===== src/rtl/core/psr_pkg.sv =====
// Shared types and constants for the perfect square root block.
`timescale 1ns / 1ps
`default_nettype none

package psr_pkg;

    // Field widths
    localparam int unsigned ValueWidth = 32;
    localparam int unsigned RootWidth  = 16;

    // Leading trial bit of the digit-by-digit root: bit 30 for a 32-bit radicand
    localparam logic [ValueWidth-1:0] FirstBit = {2'b01, {(ValueWidth-2){1'b0}}};

    // Controller states
    typedef enum logic [1:0] {
        ST_IDLE,
        ST_RUN,
        ST_FINISH
    } state_t;

    // Commands from controller to datapath
    typedef struct packed {
        logic load;   // capture a new item and start the root
        logic step;   // settle one root digit
        logic emit;   // move the checked root into the output register
    } cmd_t;

    // Status from datapath to controller
    typedef struct packed {
        logic last;   // current step settles the final digit
    } status_t;

endpackage

`default_nettype wire


===== src/rtl/core/psr_datapath.sv =====
// Datapath for the perfect square root: digit-by-digit root and exactness check.
`timescale 1ns / 1ps
`default_nettype none

module psr_datapath (
    input  wire logic                             clk,
    input  wire psr_pkg::cmd_t                    cmd,
    input  wire logic [psr_pkg::ValueWidth-1:0]   value,
    output psr_pkg::status_t                      status,
    output logic [psr_pkg::RootWidth-1:0]         root
);

    logic [psr_pkg::ValueWidth-1:0] rem_reg, rem_next;
    logic [psr_pkg::ValueWidth-1:0] res_reg, res_next;
    logic [psr_pkg::ValueWidth-1:0] bit_reg, bit_next;
    logic                           neg_reg, neg_next;
    logic [psr_pkg::RootWidth-1:0]  root_reg, root_next;
    logic [psr_pkg::ValueWidth-1:0] trial;
    logic                           exact;

    // Try the next digit against the remainder
    assign trial = res_reg + bit_reg;

    // Remainder is value minus root squared once all digits are settled
    assign exact = (rem_reg == '0) && !neg_reg;

    always_comb
    begin
        rem_next  = rem_reg;
        res_next  = res_reg;
        bit_next  = bit_reg;
        neg_next  = neg_reg;
        root_next = root_reg;
        if (cmd.load)
        begin
            rem_next = value;
            res_next = '0;
            bit_next = psr_pkg::FirstBit;
            neg_next = value[psr_pkg::ValueWidth-1];
        end
        else if (cmd.step)
        begin
            if (rem_reg >= trial)
            begin
                rem_next = rem_reg - trial;
                res_next = (res_reg >> 1) + bit_reg;
            end
            else
            begin
                res_next = res_reg >> 1;
            end
            bit_next = bit_reg >> 2;
        end
        if (cmd.emit)
        begin
            root_next = exact ? res_reg[psr_pkg::RootWidth-1:0] : '0;
        end
    end

    // Hold payload registers; no reset needed
    always_ff @(posedge clk)
    begin
        rem_reg  <= rem_next;
        res_reg  <= res_next;
        bit_reg  <= bit_next;
        neg_reg  <= neg_next;
        root_reg <= root_next;
    end

    assign status.last = bit_reg[0];
    assign root        = root_reg;

endmodule

`default_nettype wire


===== src/rtl/core/psr_ctrl.sv =====
// Controller for the perfect square root: sequences load, digit steps and output.
`timescale 1ns / 1ps
`default_nettype none

module psr_ctrl (
    input  wire logic              clk,
    input  wire logic              rst_n,
    input  wire logic              in_valid,
    output logic                   in_ready,
    output logic                   out_valid,
    input  wire logic              out_ready,
    input  wire psr_pkg::status_t  status,
    output psr_pkg::cmd_t          cmd
);

    psr_pkg::state_t state_reg, state_next;
    logic            out_valid_reg, out_valid_next;
    logic            out_free;

    // Output register may be refilled when empty or being taken
    assign out_free = !out_valid_reg || out_ready;

    // Advance state and output register
    always_ff @(posedge clk or negedge rst_n)
    begin
        if (!rst_n)
        begin
            state_reg     <= psr_pkg::ST_IDLE;
            out_valid_reg <= 1'b0;
        end
        else
        begin
            state_reg     <= state_next;
            out_valid_reg <= out_valid_next;
        end
    end

    // Next state and commands
    always_comb
    begin
        state_next     = state_reg;
        in_ready       = 1'b0;
        cmd            = '0;
        out_valid_next = out_valid_reg && !out_ready;
        unique case (state_reg)
            psr_pkg::ST_IDLE:
            begin
                in_ready = 1'b1;
                if (in_valid)
                begin
                    cmd.load   = 1'b1;
                    state_next = psr_pkg::ST_RUN;
                end
            end
            psr_pkg::ST_RUN:
            begin
                cmd.step = 1'b1;
                if (status.last)
                begin
                    state_next = psr_pkg::ST_FINISH;
                end
            end
            psr_pkg::ST_FINISH:
            begin
                if (out_free)
                begin
                    cmd.emit       = 1'b1;
                    out_valid_next = 1'b1;
                    state_next     = psr_pkg::ST_IDLE;
                end
            end
            default:
            begin
                state_next = psr_pkg::ST_IDLE;
            end
        endcase
    end

    assign out_valid = out_valid_reg;

    // An emitted result is offered in the next cycle
    a_emit_offers: assert property (@(posedge clk) disable iff (!rst_n)
        cmd.emit |=> out_valid_reg)
        else $error("emitted result not offered");

    // An accepted item starts the digit steps
    a_accept_runs: assert property (@(posedge clk) disable iff (!rst_n)
        (in_valid && in_ready) |=> (state_reg == psr_pkg::ST_RUN))
        else $error("accepted item did not start");

    // The final digit leads to the output stage
    a_last_finish: assert property (@(posedge clk) disable iff (!rst_n)
        (state_reg == psr_pkg::ST_RUN && status.last) |=>
        (state_reg == psr_pkg::ST_FINISH))
        else $error("final digit did not finish");

    // Never overwrite a result that waits
    a_no_overwrite: assert property (@(posedge clk) disable iff (!rst_n)
        cmd.emit |-> (!out_valid_reg || out_ready))
        else $error("result overwritten");

endmodule

`default_nettype wire


===== src/rtl/core/perfect_square_root.sv =====
// Top level of the perfect square root block: controller plus datapath.
//
//  channel  signals                         width  direction
//  input    in_valid, in_ready, value       32     value signed
//  output   out_valid, out_ready, root      16     root unsigned
//
// One item is taken at a time: it is loaded, the datapath runs its sixteen-step
// digit-by-digit root loop, then the root is checked and registered in the output
// register when it is free; only then is the next item taken.
// A result waits in the output register; a stalled output holds the finished
// root in the datapath until the register frees up. Reset clears control only.
`timescale 1ns / 1ps
`default_nettype none

module perfect_square_root (
    input  wire logic                            clk,
    input  wire logic                            rst_n,
    input  wire logic                            in_valid,
    output logic                                 in_ready,
    input  wire logic [psr_pkg::ValueWidth-1:0]  value,
    output logic                                 out_valid,
    input  wire logic                            out_ready,
    output logic [psr_pkg::RootWidth-1:0]        root
);

    psr_pkg::cmd_t    cmd;
    psr_pkg::status_t status;

    // Sequence the item
    psr_ctrl u_ctrl (
        .clk       (clk),
        .rst_n     (rst_n),
        .in_valid  (in_valid),
        .in_ready  (in_ready),
        .out_valid (out_valid),
        .out_ready (out_ready),
        .status    (status),
        .cmd       (cmd)
    );

    // Compute and check the root
    psr_datapath u_datapath (
        .clk    (clk),
        .cmd    (cmd),
        .value  (value),
        .status (status),
        .root   (root)
    );

endmodule

`default_nettype wire


===== config.mk =====
export PLATFORM = sky130hd
export DESIGN_NAME = perfect_square_root
export DESIGN_NICKNAME = d
export VERILOG_FILES = /design/src/rtl/core/psr_pkg.sv /design/src/rtl/core/psr_datapath.sv /design/src/rtl/core/psr_ctrl.sv /design/src/rtl/core/perfect_square_root.sv
export SDC_FILE = /design/constraint.sdc
export NUM_CORES = 1
export LEC_CHECK = 0
export ABC_AREA = 0
export BUFFER_PORTS_ARGS = -buffer_cell sky130_fd_sc_hd__buf_4
export CORE_ASPECT_RATIO = 1.1
export CORE_MARGIN = 3
export CORE_UTILIZATION = 38
export CTS_CLUSTER_DIAMETER = 80
export DETAILED_ROUTE_END_ITERATION = 6
export PLACE_DENSITY = 0.63
export SLEW_MARGIN = 10
export SYNTH_ARGS = -nofsm -noshare
export SYNTH_HDL_FRONTEND = slang
export SYNTH_SLANG_ARGS = --single-unit

===== constraint.sdc =====
create_clock -name clk -period 7.77 [get_ports clk]
set_input_delay 1.554 -clock clk [delete_from_list [all_inputs] [get_ports clk]]
set_output_delay 1.554 -clock clk [all_outputs]
set_load 0.02 [all_outputs]

* Word-level counts from Yosys, hierarchy flattened *
Cells that the tools add are included.

word-level totals
  output and inout bits = 18
  flip-flop bits (word level) = 100

cells by class
  add/subtract/negate cells = 3
  equal/unequal tests = 5
  reductions and logical operators = 12
  order comparisons = 1
  muxes and demuxes = 16

operators by type and width
  operator                                               count
  2-to-1 mux 32 bit                                      4
  adder 31 x 31 -> 32 bit                                1
  adder 32 x 31 -> 32 bit                                1
  greater-or-equal comparator 32 bit                     1
  logical NOT 32 bit                                     1
  subtractor 32 bit                                      1
  2-to-1 mux 1 bit                                       8
  2-to-1 mux 2 bit                                       3
  case mux 2 bit (3 select lines)                        1
  inequality test 2 x 1 -> 1 bit, second input constant  2
  nonzero test 2 bit                                     2
  logical NOT 1 bit                                      3
  AND reduction 3 bit                                    1
  equality test 2 x 1 -> 1 bit, second input constant    1
  equality test 2 bit, second input constant             1
  logical AND 1 bit                                      2
  logical NOT 2 bit                                      1
  inequality test 2 bit, second input constant           1
  AND reduction 2 bit                                    1
  logical OR 1 bit                                       1

* Depth between registers and ports, before layout *
  depth in word-level cells = 5
  depth in mapped cells = 24
  gate-level depth less buffers = 21

* By module *
Synthesis repeated with hierarchy kept, for this count alone.

second synthesis, totals
  cells, all modules = 895
  area total of the unflattened synthesis = 7807.5 um^2

modules (own cells, without submodules)
  module        cells each  times used  area an instance (um^2)
  psr_datapath  881         1           7648.6
  psr_ctrl      14          1           158.9

* Worst setup path before layout *
No wires, ideal clock.

  kind = reg-to-reg
  start point = register u_datapath.bit_reg[0] (netlist bit)
  end point = register u_datapath.rem_reg[0] (netlist bit) (enable)
  cell stages (with the launch flop) = 18
  setup time = 0.478 ns
  clock period less this slack = 4.885 ns
  required time = 7.292 ns
  setup slack = 2.885 ns
  buffers on the path = 0
  data arrival time = 4.408 ns
  cells stage by stage = dfxtp_1 -> ha_1 -> ha_1 -> a21o_1 -> a31o_1 -> a31oi_1 -> o21a_1 -> o21ai_1 -> o311a_1 -> o311a_1 -> o21ai_1 -> xor2_1 -> ha_1 -> and3_1 -> a2111oi_2 -> a21oi_4 -> o21ai_0 -> nand2_1

between the ends
  longest elaborated chain between the ends = 4

ends and longest elaborated chain
  item                                RTL line            source
  start: declaration                  psr_datapath.sv:15  logic [psr_pkg::ValueWidth-1:0] bit_reg, bit_next;
  start signal: assignment            psr_datapath.sv:65  bit_reg <= bit_next;
  adder 32 x 31 -> 32 bit             psr_datapath.sv:22  assign trial = res_reg + bit_reg;
  greater-or-equal comparator 32 bit  psr_datapath.sv:43  if (rem_reg >= trial)
  nonzero test 2 bit (no line)        --
  AND reduction 2 bit (no line)       --
  end signal: assignment              psr_datapath.sv:63  rem_reg <= rem_next;
  end: declaration                    psr_datapath.sv:13  logic [psr_pkg::ValueWidth-1:0] rem_reg, rem_next;

Every way passes these cells.
A chain may end at the register's enable or synchronous reset.

* Worst setup path in the final report *
  start point = register u_datapath.res_reg[4] (netlist bit)
  end point = register u_datapath.res_reg[4] (netlist bit)

between the ends
  longest elaborated chain between the ends = 3

ends and longest elaborated chain
  item                                RTL line            source
  start: declaration                  psr_datapath.sv:14  logic [psr_pkg::ValueWidth-1:0] res_reg, res_next;
  start signal: assignment            psr_datapath.sv:64  res_reg <= res_next;
  adder 32 x 31 -> 32 bit             psr_datapath.sv:22
  greater-or-equal comparator 32 bit  psr_datapath.sv:43
  2-to-1 mux 32 bit *                 psr_datapath.sv:43

Mark *: on every way between the ends. The rest lies on a longest branch, timed or not.

==> metrics <==
CTS Sinks 100; reg2reg end u_datapath.res_reg[4]; Vias about 6.6k; GRT Util Overall a little under a fifth; fin worst setup slack between 2 and 2.5 ns; CP startpoint u_datapath.res_reg[4]; HP Class reg -> reg; setup violators final 0; worst r2r src u_datapath.res_reg[4]; Max clock buf depth 2; I/O pin count 54; hold-fix buffers at CTS 0; core area between 0.015 and 0.02 mm2; total CTS buffers 9; post-CTS setup buffer count 0; Max-Slew Margin vs Limit ~45%; r2r setup slk 2.21 ns; 1st-pass router iterations 5; Initial Util approximately two fifths; Reg clk slew, reported paths around 0.080 ns; post-layout net count 1043; post-CTS sizing 0; share of the synthesized area in the top cell type between 10% and 20%; CP Cell Sequence ha_1, nor3_1, a211oi_1, a311oi_2, o21bai_2, a221o_1, nor4_1, a211oi_1, xnor2_1, ha_1, and3_1, a2111oi_2, a21oi_4, nor2_4, buf_4, mux2_2, nand2_1, a21oi_1; number of fill cells roughly 2.0k; Synth Warn # 0; Max Cap Viol 0; Syn-to-layout area delta 11.5%; CP Depth 18; Mapped Area about 0.0077 mm2; Post-synth EDFFs slightly below 50; Routed WL 19400 um; metal2 WL between 8000 and 9000 um; outcome complete, no violations; R2R depth 18; placed wire-length estimate ~14000 um; max-slew violation count 0; fin crit share 71.5%; layout cells sized above 1 around 11%; cell family with most CP delay compound AO/OA/AOI/OAI gates; Final GP Congestion 0.849; final clock skew roughly 0.0095 ns; Unique masters post-synth 75; vias per cell approximately 5.5; htree depth 3; Die Span Y 155 um; asr flop ratio synth 3.00%; WL met1 slightly below 10000 um; hold wc startpoint u_datapath.bit_reg[30]; Avg WL per Cell roughly 16 um; Worst Path Required roughly 8.0 ns; Root Buffer clkbuf_16; CP startpoint kind register; Final ANT Viol Nets 0; met3 wire length 631 um; vias in the first global route 6218; critical path buffer and inverter count 1; Setup Slack @ Placement between 2 and 2.5 ns; gr ovfl total 0; Worst-Skew Late Latency roughly 0.37 ns; initial antenna violation count 0; register area share after synthesis between 30% and 40%; n_diodes 0; Buffers on Ports 53; Worst path slowest cell a211oi_1; Worst-Margin Slew 0.827 ns; first-pass GRT wire length roughly 32000 um; DRC viols 0; Worst Path Arrival about 5.8 ns; uppermost layer routed met4; final worst path period need 5.56 ns; # rows 53; Post-synth top flop edfxtp_1; flops & latches, synth 100; largest net degree at the start of global routing 70; Setup crit end u_datapath.res_reg[4]; FMAX 180 MHz; crit path max fanout 27; syn_nets between 1k and 1.5k; cell taking the most area after synthesis edfxtp_1; Die Width between 100 and 150 um; largest stage delay on the critical path ~0.6 ns; full die area roughly 0.022 mm2; main area contributors after synthesis edfxtp_1 19%, dfxtp_1 13%, ha_1 11%, a21oi_1 6.1%, nand2_1 5.3%; Synth Instances about 910; Hold Slack 0.490 ns; Fin Setup TNS 0 ns; TritonCTS clock tree done; crit path kind reg -> reg; initial DRC count between 400 and 500; final hold violations 0; Avg Inst Size Synth roughly 8.5 um2; Setup crit end kind register; unrepaired setup endpoints after global routing false
## through the flow
step / instance area [um2] / utilization, % / instances
finish: 8560 / 43.9 / 1192
global route: 8560 / 43.9 / 1192
CTS: 8560 / 43.9 / 1192
detailed placement: 8280 / 42.5 / 1176
global placement: 8280 / 42.5 / 1176
floorplan: 7680 / - / 907
## cell type report
cell class | instances | area (um2) | area share, %
clock buffer | 10 | 229 | 2.67
clock inverter | 6 | 55.1 | 0.643
inverter | 19 | 71.3 | 0.833
multi-input combinational | 749 | 4930 | 57.6
sequential | 100 | 2510 | 29.3
tap | 247 | 309 | 3.61
timing repair buffer | 61 | 458 | 5.35
## worst min path at each step
| stage | slack, ns | endpoint | depth (start not counted) |
|---|---|---|---|
| after floorplan | 0.46 | u_datapath.bit_reg[30] | 2 |
| after global placement | 0.48 | u_datapath.bit_reg[30] | 2 |
| after detailed placement | 0.48 | u_datapath.bit_reg[30] | 2 |
| after CTS | 0.49 | u_datapath.bit_reg[30] | 2 |
| after global routing | 0.50 | u_datapath.bit_reg[30] | 2 |
| final | 0.49 | u_datapath.bit_reg[30] | 2 |
## worst register-to-register path, cell delays in order (launching register included)
cell	delay (ns)
dfxtp_1	0.52
ha_1	0.31
nor3_1	0.07
a211oi_1	0.59
a311oi_2	0.24
o21bai_2	0.23
a221o_1	0.21
nor4_1	0.05
a211oi_1	0.37
xnor2_1	0.17
ha_1	0.32
and3_1	0.25
a2111oi_2	0.49
a21oi_4	0.17
nor2_4	0.59
buf_4	0.38
mux2_2	0.37
nand2_1	0.06
a21oi_1	0.06
## synthesized netlist by cell type, drive strengths merged, types with 8 or more instances
cell type / instances
nor4: 15
o21bai: 10
a21o: 18
and2: 17
edfxtp: 49
inv: 19
nand2: 108
nand2b: 13
buf: 15
nor2: 85
ha: 66
and3: 9
nand4: 8
xnor2: 37
nor3: 13
dfxtp: 48
o21ai: 74
a21oi: 96
nand3: 14
nor2b: 11
xor2: 36
o21a: 13
a211oi: 18
a31oi: 24
clkbuf: 24
## metal layers
metal | global-route usage (%) | vias up
met3 | 2.21 | 21
met1 | 26.0 | 3044
met5 | 0 | -
li1 | - | 3407
met4 | 5.85 | 0
met2 | 28.2 | 134
## placed cells by master (no fill, tap or decap), types with 14 or more instances in the layout
cell / netlist / layout
inv_1: 19 / 18
and2_1: 17 / 17
a31oi_1: 24 / 24
xnor2_1: 37 / 37
ha_1: 66 / 66
a21o_1: 16 / 16
o21ai_0: 64 / 64
buf_4: 1 / 61
a21oi_1: 94 / 94
xor2_1: 36 / 36
nor2_1: 82 / 82
dfxtp_1: 48 / 48
edfxtp_1: 49 / 49
nand2_1: 108 / 107
nor4_1: 14 / 14
a211oi_1: 15 / 15
nand3_1: 14 / 14
## cell families (layout without fill, tap and decap cells)
kind of cell	count (synthesis)	count (layout)	share of synthesized area (%)
flip-flops	100	100	32.7
adder cells (fa/ha/maj)	67	67	11.0
AO/OA/AOI/OAI	300	300	25.2
XOR/XNOR	73	73	8.33
multiplexers	7	7	0.929
buffers and inverters	58	96	3.32
AND/OR/NAND/NOR	302	302	18.5
Power is left out: the tool's default activity adds up to more than one toggle a clock period on the data nets, which glitch-free logic cannot reach.
